[src/design/assert_macros.svh]
// ----------------------------------------------------------------------------
// Assertion macros
// Shared concurrent assertion wrappers for the error statistics block.
// ----------------------------------------------------------------------------
`ifndef ASSERT_MACROS_SVH
`define ASSERT_MACROS_SVH
`ifndef NO_ASSERTIONS
`define PES_ASSERT(label, clk, rst_n, prop) \
    label: assert property (@(posedge clk) disable iff (!rst_n) prop) \
        else $error("pes assertion failed");
`define PES_ASSERT_NEVER(label, clk, rst_n, expr) \
    label: assert property (@(posedge clk) disable iff (!rst_n) !(expr)) \
        else $error("pes forbidden condition");
`else
`define PES_ASSERT(label, clk, rst_n, prop)
`define PES_ASSERT_NEVER(label, clk, rst_n, expr)
`endif
`endif

[src/design/pes_pkg.sv]
// ----------------------------------------------------------------------------
// pes_pkg
// Types and constants of the prediction error statistics block.
// ----------------------------------------------------------------------------
`default_nettype none
package pes_pkg;
    localparam int MAX_SAMPLES = 4096;
    localparam int SAMPLE_BITS = 16;
    localparam int FRAC_BITS   = 8;
    localparam int CNT_W       = 13;
    localparam int DVD_W       = 64;
    localparam int DVS_W       = 32;
    localparam int STEP_W      = 7;

    typedef struct packed {
        logic [15:0] actual;
        logic [15:0] predicted;
        logic        is_last;
    } t_in_req;

    typedef struct packed {
        logic [23:0] mean_abs_error;
        logic [23:0] rms_error;
        logic [31:0] mean_pct_error;
        logic [12:0] sample_total;
        logic        overflowed;
    } t_out_req;

    typedef struct packed {
        logic               start;
        logic [DVD_W-1:0]   dividend;
        logic [DVS_W-1:0]   divisor;
        logic [STEP_W-1:0]  steps;
    } t_div_cmd;

    typedef struct packed {
        logic             busy;
        logic             done;
        logic [DVD_W-1:0] quotient;
    } t_div_rsp;

    typedef struct packed {
        logic        start;
        logic [63:0] radicand;
    } t_sqrt_cmd;

    typedef struct packed {
        logic        busy;
        logic        done;
        logic [31:0] root;
    } t_sqrt_rsp;
endpackage
`default_nettype wire

[src/design/pes_front.sv]
// ----------------------------------------------------------------------------
// pes_front
// Accepts sample pairs and holds them in a two-entry queue for the back end.
// ----------------------------------------------------------------------------
`default_nettype none
module pes_front (
    input  wire logic              i_clk,
    input  wire logic              i_rst_n,
    input  wire logic              i_valid,
    output logic                   o_stall,
    input  wire pes_pkg::t_in_req  i_req,
    output logic                   o_q_valid,
    output pes_pkg::t_in_req       o_q_data,
    input  wire logic              i_pop
);
    pes_pkg::t_in_req r_mem [2];
    logic       r_wp, r_rp;
    logic [1:0] r_cnt;
    logic       w_push, w_pop;

    assign o_stall   = (r_cnt == 2'd2);
    assign o_q_valid = (r_cnt != 2'd0);
    assign o_q_data  = r_mem[r_rp];
    assign w_push    = i_valid && !o_stall;
    assign w_pop     = i_pop && o_q_valid;

    always_ff @(posedge i_clk) begin
        if (!i_rst_n) begin
            r_wp  <= 1'b0;
            r_rp  <= 1'b0;
            r_cnt <= 2'd0;
        end else begin
            if (w_push) begin
                r_mem[r_wp] <= i_req;
                r_wp        <= !r_wp;
            end
            if (w_pop) begin
                r_rp <= !r_rp;
            end
            case ({w_push, w_pop})
                2'b10:   r_cnt <= r_cnt + 2'd1;
                2'b01:   r_cnt <= r_cnt - 2'd1;
                default: r_cnt <= r_cnt;
            endcase
        end
    end
endmodule
`default_nettype wire

[src/design/pes_divider.sv]
// ----------------------------------------------------------------------------
// pes_divider
// Restoring divider, one quotient bit per cycle over a left-aligned dividend.
// ----------------------------------------------------------------------------
`default_nettype none
module pes_divider (
    input  wire logic              i_clk,
    input  wire logic              i_rst_n,
    input  wire pes_pkg::t_div_cmd i_cmd,
    output pes_pkg::t_div_rsp      o_rsp
);
    logic                          r_busy, r_done;
    logic [pes_pkg::STEP_W-1:0]    r_cnt;
    logic [pes_pkg::DVD_W-1:0]     r_dvd, r_quo;
    logic [pes_pkg::DVS_W-1:0]     r_dvs, r_rem;
    logic [pes_pkg::DVS_W:0]       w_rem_sh, w_sub;
    logic                          w_ge;

    assign w_rem_sh = {r_rem, r_dvd[pes_pkg::DVD_W-1]};
    assign w_ge     = (w_rem_sh >= {1'b0, r_dvs});
    assign w_sub    = w_rem_sh - {1'b0, r_dvs};

    always_ff @(posedge i_clk) begin
        if (!i_rst_n) begin
            r_busy <= 1'b0;
            r_done <= 1'b0;
        end else begin
            r_done <= 1'b0;
            if (i_cmd.start) begin
                r_busy <= 1'b1;
                r_dvd  <= i_cmd.dividend;
                r_dvs  <= i_cmd.divisor;
                r_rem  <= '0;
                r_quo  <= '0;
                r_cnt  <= i_cmd.steps;
            end else if (r_busy) begin
                r_rem <= w_ge ? w_sub[pes_pkg::DVS_W-1:0] : w_rem_sh[pes_pkg::DVS_W-1:0];
                r_dvd <= {r_dvd[pes_pkg::DVD_W-2:0], 1'b0};
                r_quo <= {r_quo[pes_pkg::DVD_W-2:0], w_ge};
                r_cnt <= r_cnt - 1'b1;
                if (r_cnt == pes_pkg::STEP_W'(1)) begin
                    r_busy <= 1'b0;
                    r_done <= 1'b1;
                end
            end
        end
    end

    assign o_rsp.busy     = r_busy;
    assign o_rsp.done     = r_done;
    assign o_rsp.quotient = r_quo;
endmodule
`default_nettype wire

[src/design/pes_sqrt.sv]
// ----------------------------------------------------------------------------
// pes_sqrt
// Digit-by-digit integer square root, two radicand bits per cycle.
// ----------------------------------------------------------------------------
`default_nettype none
module pes_sqrt (
    input  wire logic               i_clk,
    input  wire logic               i_rst_n,
    input  wire pes_pkg::t_sqrt_cmd i_cmd,
    output pes_pkg::t_sqrt_rsp      o_rsp
);
    logic        r_busy, r_done;
    logic [4:0]  r_cnt;
    logic [63:0] r_val;
    logic [33:0] r_rem;
    logic [31:0] r_root;
    logic [35:0] w_rem_sh, w_trial, w_sub;
    logic        w_ge;

    assign w_rem_sh = {r_rem, r_val[63:62]};
    assign w_trial  = {2'b00, r_root, 2'b01};
    assign w_ge     = (w_rem_sh >= w_trial);
    assign w_sub    = w_rem_sh - w_trial;

    always_ff @(posedge i_clk) begin
        if (!i_rst_n) begin
            r_busy <= 1'b0;
            r_done <= 1'b0;
        end else begin
            r_done <= 1'b0;
            if (i_cmd.start) begin
                r_busy <= 1'b1;
                r_val  <= i_cmd.radicand;
                r_rem  <= '0;
                r_root <= '0;
                r_cnt  <= 5'd31;
            end else if (r_busy) begin
                r_rem  <= w_ge ? w_sub[33:0] : w_rem_sh[33:0];
                r_val  <= {r_val[61:0], 2'b00};
                r_root <= {r_root[30:0], w_ge};
                r_cnt  <= r_cnt - 5'd1;
                if (r_cnt == 5'd0) begin
                    r_busy <= 1'b0;
                    r_done <= 1'b1;
                end
            end
        end
    end

    assign o_rsp.busy = r_busy;
    assign o_rsp.done = r_done;
    assign o_rsp.root = r_root;
endmodule
`default_nettype wire

[src/design/pes_back.sv]
// ----------------------------------------------------------------------------
// pes_back
// Accumulates queued pairs and computes the closing statistics of a set.
// ----------------------------------------------------------------------------
`default_nettype none
`include "assert_macros.svh"
module pes_back (
    input  wire logic              i_clk,
    input  wire logic              i_rst_n,
    input  wire logic              i_q_valid,
    input  wire pes_pkg::t_in_req  i_q_data,
    output logic                   o_pop,
    output logic                   o_valid,
    input  wire logic              i_stall,
    output pes_pkg::t_out_req      o_resp
);
    typedef enum logic [7:0] {
        S_IDLE = 8'b0000_0001,
        S_ACC  = 8'b0000_0010,
        S_RDIV = 8'b0000_0100,
        S_MAE  = 8'b0000_1000,
        S_MSQ  = 8'b0001_0000,
        S_SQRT = 8'b0010_0000,
        S_PCT  = 8'b0100_0000,
        S_EMIT = 8'b1000_0000
    } t_state;

    t_state                     r_state;
    logic                       r_launch;
    logic [15:0]                r_act, r_diff;
    logic                       r_last;
    logic [27:0]                r_abs;
    logic [43:0]                r_sq, r_ratio;
    logic [pes_pkg::CNT_W-1:0]  r_count;
    logic                       r_drop;
    logic [50:0]                r_pct_num;
    logic [63:0]                r_msq;
    logic [23:0]                r_mae, r_rms;
    logic [31:0]                r_pct;
    logic                       r_out_valid;
    pes_pkg::t_out_req          r_out;

    logic [15:0]                w_a, w_p;
    logic                       w_take, w_load;
    logic [pes_pkg::CNT_W-1:0]  w_n;
    logic [31:0]                w_sq;
    pes_pkg::t_div_cmd          w_div_cmd;
    pes_pkg::t_div_rsp          w_div_rsp;
    pes_pkg::t_sqrt_cmd         w_sqrt_cmd;
    pes_pkg::t_sqrt_rsp         w_sqrt_rsp;

    assign w_a    = 16'(i_q_data.actual[pes_pkg::SAMPLE_BITS-1:0]);
    assign w_p    = 16'(i_q_data.predicted[pes_pkg::SAMPLE_BITS-1:0]);
    assign o_pop  = i_q_valid && (r_state == S_IDLE);
    assign w_take = (r_count < pes_pkg::CNT_W'(pes_pkg::MAX_SAMPLES));
    assign w_n    = (r_count == '0) ? pes_pkg::CNT_W'(1) : r_count;
    assign w_sq   = r_diff * r_diff;
    assign w_load = (r_state == S_EMIT) && (!r_out_valid || !i_stall);

    always_comb begin
        w_div_cmd.start    = r_launch && (r_state == S_RDIV || r_state == S_MAE ||
                                          r_state == S_MSQ || r_state == S_PCT);
        w_div_cmd.dividend = {r_diff, 48'd0};
        w_div_cmd.divisor  = {16'd0, r_act};
        w_div_cmd.steps    = pes_pkg::STEP_W'(32);
        case (r_state)
            S_MAE: begin
                w_div_cmd.dividend = {r_abs, 8'd0, 28'd0};
                w_div_cmd.divisor  = {19'd0, w_n};
                w_div_cmd.steps    = pes_pkg::STEP_W'(36);
            end
            S_MSQ: begin
                w_div_cmd.dividend = {r_sq, 16'd0, 4'd0};
                w_div_cmd.divisor  = {19'd0, w_n};
                w_div_cmd.steps    = pes_pkg::STEP_W'(60);
            end
            S_PCT: begin
                w_div_cmd.dividend = {r_pct_num, 13'd0};
                w_div_cmd.divisor  = {11'd0, w_n, 8'd0};
                w_div_cmd.steps    = pes_pkg::STEP_W'(51);
            end
            default: begin
            end
        endcase
        w_sqrt_cmd.start    = r_launch && (r_state == S_SQRT);
        w_sqrt_cmd.radicand = r_msq;
    end

    pes_divider u_div (
        .i_clk   (i_clk),
        .i_rst_n (i_rst_n),
        .i_cmd   (w_div_cmd),
        .o_rsp   (w_div_rsp)
    );

    pes_sqrt u_sqrt (
        .i_clk   (i_clk),
        .i_rst_n (i_rst_n),
        .i_cmd   (w_sqrt_cmd),
        .o_rsp   (w_sqrt_rsp)
    );

    always_ff @(posedge i_clk) begin
        if (!i_rst_n) begin
            r_state     <= S_IDLE;
            r_launch    <= 1'b0;
            r_abs       <= '0;
            r_sq        <= '0;
            r_ratio     <= '0;
            r_count     <= '0;
            r_drop      <= 1'b0;
            r_out_valid <= 1'b0;
        end else begin
            r_launch <= 1'b0;
            if (w_load) begin
                r_out_valid <= 1'b1;
            end else if (r_out_valid && !i_stall) begin
                r_out_valid <= 1'b0;
            end
            case (r_state)
                S_IDLE: begin
                    if (o_pop) begin
                        r_act   <= w_a;
                        r_diff  <= (w_p >= w_a) ? (w_p - w_a) : (w_a - w_p);
                        r_last  <= i_q_data.is_last;
                        r_state <= S_ACC;
                    end
                end
                S_ACC: begin
                    if (w_take) begin
                        r_abs   <= r_abs + {12'd0, r_diff};
                        r_sq    <= r_sq + {12'd0, w_sq};
                        r_count <= r_count + 1'b1;
                    end else begin
                        r_drop <= 1'b1;
                    end
                    if (w_take && r_act != 16'd0) begin
                        r_state  <= S_RDIV;
                        r_launch <= 1'b1;
                    end else if (r_last) begin
                        r_state  <= S_MAE;
                        r_launch <= 1'b1;
                    end else begin
                        r_state <= S_IDLE;
                    end
                end
                S_RDIV: begin
                    if (w_div_rsp.done) begin
                        r_ratio <= r_ratio + {12'd0, w_div_rsp.quotient[31:0]};
                        if (r_last) begin
                            r_state  <= S_MAE;
                            r_launch <= 1'b1;
                        end else begin
                            r_state <= S_IDLE;
                        end
                    end
                end
                S_MAE: begin
                    if (w_div_rsp.done) begin
                        r_mae     <= (|w_div_rsp.quotient[63:24]) ? 24'hFF_FFFF
                                                                  : w_div_rsp.quotient[23:0];
                        r_pct_num <= {1'b0, r_ratio, 6'd0} + {2'b0, r_ratio, 5'd0}
                                   + {5'd0, r_ratio, 2'd0};
                        r_state   <= S_MSQ;
                        r_launch  <= 1'b1;
                    end
                end
                S_MSQ: begin
                    if (w_div_rsp.done) begin
                        r_msq    <= w_div_rsp.quotient;
                        r_state  <= S_SQRT;
                        r_launch <= 1'b1;
                    end
                end
                S_SQRT: begin
                    if (w_sqrt_rsp.done) begin
                        r_rms    <= (|w_sqrt_rsp.root[31:24]) ? 24'hFF_FFFF
                                                              : w_sqrt_rsp.root[23:0];
                        r_state  <= S_PCT;
                        r_launch <= 1'b1;
                    end
                end
                S_PCT: begin
                    if (w_div_rsp.done) begin
                        r_pct   <= (|w_div_rsp.quotient[63:32]) ? 32'hFFFF_FFFF
                                                                : w_div_rsp.quotient[31:0];
                        r_state <= S_EMIT;
                    end
                end
                S_EMIT: begin
                    if (w_load) begin
                        r_out.mean_abs_error <= r_mae;
                        r_out.rms_error      <= r_rms;
                        r_out.mean_pct_error <= r_pct;
                        r_out.sample_total   <= r_count;
                        r_out.overflowed     <= r_drop;
                        r_abs                <= '0;
                        r_sq                 <= '0;
                        r_ratio              <= '0;
                        r_count              <= '0;
                        r_drop               <= 1'b0;
                        r_state              <= S_IDLE;
                    end
                end
                default: begin
                    r_state <= S_IDLE;
                end
            endcase
        end
    end

    assign o_valid = r_out_valid;
    assign o_resp  = r_out;

    `PES_ASSERT(a_count_cap, i_clk, i_rst_n, r_count <= pes_pkg::CNT_W'(pes_pkg::MAX_SAMPLES))
    `PES_ASSERT_NEVER(a_div_overlap, i_clk, i_rst_n, w_div_cmd.start && w_div_rsp.busy)
    `PES_ASSERT(a_total_nonzero, i_clk, i_rst_n, w_load |=> r_out.sample_total != '0)
endmodule
`default_nettype wire

[src/design/prediction_error_stats_core.sv]
// ----------------------------------------------------------------------------
// prediction_error_stats_core
// Mean absolute, root mean squared and mean percentage error over sample sets.
// ----------------------------------------------------------------------------
// A pair of samples with a nonzero actual value that is counted also waits for
// the 32-step ratio division in the shared one-bit-per-cycle divider; a pair
// with a zero actual value skips it. A closing pair adds the three result
// divisions (36, 60 and 51 steps) and the 32-step square root. A two-entry
// request queue in front lets the sender run ahead, and the result register
// lets a new set be accumulated while the last result waits.
`default_nettype none
module prediction_error_stats_core (
    input  wire logic              i_clk,
    input  wire logic              i_rst_n,
    input  wire logic              i_valid,
    output logic                   o_stall,
    input  wire pes_pkg::t_in_req  i_req,
    output logic                   o_valid,
    input  wire logic              i_stall,
    output pes_pkg::t_out_req      o_resp
);
    logic             w_q_valid, w_pop;
    pes_pkg::t_in_req w_q_data;

    pes_front u_front (
        .i_clk     (i_clk),
        .i_rst_n   (i_rst_n),
        .i_valid   (i_valid),
        .o_stall   (o_stall),
        .i_req     (i_req),
        .o_q_valid (w_q_valid),
        .o_q_data  (w_q_data),
        .i_pop     (w_pop)
    );

    pes_back u_back (
        .i_clk     (i_clk),
        .i_rst_n   (i_rst_n),
        .i_q_valid (w_q_valid),
        .i_q_data  (w_q_data),
        .o_pop     (w_pop),
        .o_valid   (o_valid),
        .i_stall   (i_stall),
        .o_resp    (o_resp)
    );
endmodule
`default_nettype wire
[config.mk]
export PLATFORM = sky130hd
export DESIGN_NAME = prediction_error_stats_core
export DESIGN_NICKNAME = d
export VERILOG_FILES = /design/src/design/pes_pkg.sv /design/src/design/pes_front.sv /design/src/design/pes_divider.sv /design/src/design/pes_sqrt.sv /design/src/design/pes_back.sv /design/src/design/prediction_error_stats_core.sv
export VERILOG_INCLUDE_DIRS = /design/src /design/src/design
export SDC_FILE = /design/constraint.sdc
export NUM_CORES = 2
export LEC_CHECK = 0
export BUFFER_PORTS_ARGS = -buffer_cell sky130_fd_sc_hd__buf_4
export CORE_ASPECT_RATIO = 1.5
export CORE_MARGIN = 5
export CORE_UTILIZATION = 45
export CTS_CLUSTER_SIZE = 10
export DETAILED_ROUTE_END_ITERATION = 12
export SYNTH_ARGS = -nofsm -noshare
export SYNTH_HDL_FRONTEND = slang
export SYNTH_SLANG_ARGS = --single-unit
export TNS_END_PERCENT = 10
[constraint.sdc]
create_clock -name i_clk -period 13.15 [get_ports i_clk]
set_clock_uncertainty 0.05 [all_clocks]
set_input_delay 2.63 -clock i_clk [delete_from_list [all_inputs] [get_ports i_clk]]
set_output_delay 2.63 -clock i_clk [all_outputs]
set_load 0.02 [all_outputs]
==> flow_results.org <==
** Run status
- The flow ran to the end, and the final reports show no timing, DRC or antenna violations.

** Floorplan
- # IOs :: around 130
- Area of the die :: 118000 µm²
- Number of rows in the core area :: 150
- Starting density of the core :: 45.2%
- Floorplan Core Area :: roughly 110000 µm²
- Die span in y :: between 400 and 500 µm
- Die W :: 283 µm

** Min path
- Hold WC Path Type :: reg -> reg
- HP Start :: u_back.r_rms[18]
- Worst hold path cell count :: 0
- Destination of the worst hold path :: u_back.o_resp[64]

** STA
- Dividing the final minimum period by the clock period gives a little under three fifths.
- Measured against its own limit, the worst slew margin works out to between 20% and 30%.
- Max Freq :: roughly 0.14 GHz
- Setup violations remaining at the end of the flow were counted as 0.
- Setup repair after global routing missed its margin :: false
- For the finished layout, the period the worst path requires is around 7.4 ns.
- Final hold violation count :: 0
- In the final timing run, aggregate negative setup slack is 0 ns.
- Actual slew at the worst max-slew pin :: about 1.2 ns
- In the post-route analysis, the smallest setup slack over all paths is 5.75 ns.
- Max Slew Vio Count :: 0

** GRT
- Global routing consumed, over all layers together, 20.5% of the routing resources.
- Wire length of the first global-routing pass :: slightly below 200000 µm
- The number of global-route vias before repair was between 30000 and 40000.
- Entering global routing, the biggest net connects 120 pins.
- Number of antenna violations at the first check in global routing :: 3
- Congestion Overflow GR :: 0

** Clock tree
- In this run, CTS created clock tree buffers numbering 96.
- TritonCTS built the clock tree.
- CTS clk-pin slew, worst paths :: around 0.06 ns
- Clk_lat worst skew :: about 0.69 ns
- The clock passes through at most 3 buffers.
- After clock tree synthesis, the setup repair step added 0 buffers.
- CTS placed an instance of clkbuf_16 at the clock tree root.
- Counting every sink on the clock net gives ~840.
- H-tree levels :: 3
- In this run, post-CTS hold repair placed 0 buffers.
- The number of gates resized after CTS was 0.

** Routing
- Number of DRC markers in iteration 0 :: ~2100
- DRC violations left :: 0
- For this run, the detailed router's first-pass iteration total came to 6.
- Detailed-route wire length :: between 100000 and 150000 µm
- Per-cell via count in the routed design :: approximately 5.5
- Number of routed nets with antenna violations :: 0
- The routed layout has around 35000 vias.
- After detailed routing, the average wire length per cell comes to 19.3 µm.

** Setup path
- Of all nets on the critical path, the largest fanout is 19.
- Delay of the slowest cell on the worst path :: around 0.99 ns
- Data arrives at the worst endpoint at 7.91 ns.
- Worst reg2reg path startpoint :: u_back.r_diff[5]
- The critical path starts at u_back.r_diff[5].
- Cells on worst reg2reg path :: 23
- Cells traversed along the worst timing path :: and2_1 -> inv_1 -> fa_1 -> inv_1 -> fa_1 -> inv_1 -> fa_1 -> inv_1 -> fa_1 -> fa_1 -> inv_1 -> fa_1 -> inv_1 -> ha_1 -> a21oi_1 -> o21ai_0 -> a22o_1 -> a21oi_1 -> nor3_1 -> o31ai_1 -> or3b_2 -> xor2_1 -> nor2_1
- STA classifies the critical path endpoint as a flip-flop.
- Required time of the critical path :: 13.65 ns
- Master of the slowest instance on the critical path :: edfxtp_1
- In this run the critical register-to-register path is captured at u_back.r_sq[42].
- The critical path is of the reg -> reg type.
- The worst setup path is launched from a flip-flop.
- For flop-to-flop paths, the worst setup slack is roughly 5.7 ns.

** Final layout
- Post-layout instance area :: ~56000 µm²
- Of the cells placed in the final design, the portion with a size suffix greater than 1 is between 7 and 8%.
- The net count of the finished layout is between 5000 and 6000.
- Post-route insts no fill :: approximately 6300
- Number of fill cells in the layout :: 10111
- The sequential cells in the finished layout cover a total of 23800 µm².
- Post-synthesis to final-layout area growth :: 10.7%
- The multi-input combinational cells in the finished layout cover a total of ~24000 µm².

** Logic synthesis
- The most used flip-flop cell after synthesis is edfxtp_1.
- Synth Cell Area :: between 50000 and 60000 µm²
- Counting flops with a built-in enable in the synthesized netlist gives slightly below 700.
- Counting flops with an async set or reset pin after synthesis yields a share of 0%.
- Gate count after technology mapping :: about 4700
- Seq/Total Area, Yosys :: between 40% and 50%
- The most common cell in the synthesized netlist is edfxtp_1.
- Area contributors post-synth :: edfxtp_1 42%, fa_1 9.6%, ha_1 7.6%
- Avg Cell Area, Syn :: 10.7 µm²
- When the netlist entered floorplanning its net count stood at ~5300.
- In the synthesized netlist, the cells that appear most often are 694 x edfxtp_1, 498 x nand2_1, 496 x inv_1, 306 x ha_1, 295 x a21oi_1.
- Synthesis inferred roughly 840 register bits.
- Summed over its instances, the top area cell type makes up 41.5% of the synthesized netlist area.
- During synthesis, Yosys emitted a total of 0 warnings.
- Number of distinct library cell variants in the gate-level netlist after synthesis :: 78
- edfxtp_1 takes more of the synthesized area than any other cell.

** Flow run
- Maxcap violations :: 0

** Placed design
- Buffers placed on the I/O ports in this run total 132.
- Counting tap cells, the placed design contains a total of 6143 instances.
- Routability congestion estimate :: ~0.89
- Estimated wirelength of the detail-placed design :: just under 90000 µm
- Post-detailed-placement cell area :: approximately 53000 µm²
- Before CTS, the worst setup slack after placement is about 5.7 ns.
area by class of cell:
class,count,share of cell area [%]
clock buffers,153,4.75
clock inverters,11,0.302
flip-flops and latches,843,42.9
repair buffers,181,2.45
well taps,1444,3.25
diodes,3,0.0135
multi-input cells,3178,43.0
inverters,497,3.36
through the flow:
step,hold WS (ns),util (%)
6_report,0.361,50.0
5_1_grt,0.365,50.0
4_1_cts,0.365,50.0
3_5_place_dp,0.355,47.5
3_3_place_gp,0.350,47.5
2_1_floorplan,0.350,-
worst max-delay path: cells and delay by family, from the launching register on:
family	cells	cell delay (ns)
compound gates	5	1.63
xor+xnor	1	0.14
fa+ha+maj	7	3.47
buf+inv	6	0.35
flops	1	0.99
simple gates	4	0.67
cell families after synthesis:
family                     after synthesis  synth area share [%]
buffers and inverters                  686                  5.17
AOI/OAI and AO/OA                      980                  12.4
adders and majority gates              546                  17.2
DFF                                    843                  47.5
xor gates and xnor gates               212                  3.70
muxes                                   50                  1.02
and+or+nand+nor                       1390                  13.0
worst max-delay path by stage:
stage,depth (start not counted),slack [ns],to
after floorplan,4,2.87,u_back.u_div.r_cnt[0]
after global placement,22,5.79,u_back.r_sq[42]
after detailed placement,20,5.75,u_back.r_sq[43]
after CTS,20,5.76,u_back.r_sq[42]
after global routing,21,5.19,u_back.r_sq[41]
final,23,5.75,u_back.r_sq[42]
cell usage in the layout, fill, tap and decap left out, drive strengths merged, types with 147 or more instances in the layout:
| master | Yosys | routed |
|---|---|---|
| a21oi | 295 | 295 |
| buf | 17 | 181 |
| clkbuf | 172 | 153 |
| dfxtp | 149 | 149 |
| edfxtp | 694 | 694 |
| fa | 240 | 240 |
| ha | 306 | 306 |
| inv | 497 | 501 |
| nand2 | 498 | 498 |
| nand3 | 147 | 147 |
| nor2 | 289 | 289 |
| o21ai | 222 | 222 |
metal layers:
metal / wire (µm) / global-route usage [%]
met1: 48800 / 24.3
met2: 64300 / 37.8
met3: 4090 / 2.53
met4: 4710 / 7.74
met5: 0 / 0
registers in the layout, indices dropped and copies added, names as in the netlist, 49 cells and up, named ones only:
signal,count
u_back.o_resp,94
u_back.r_msq,64
u_back.r_pct_num,49
u_back.u_div.r_dvd,49
u_back.u_div.r_quo,64
u_back.u_sqrt.r_val,64
u_front.r_mem,66
Power is not shown: default switching activity piles up to over one toggle a cycle in this logic, so the estimate is an artifact.
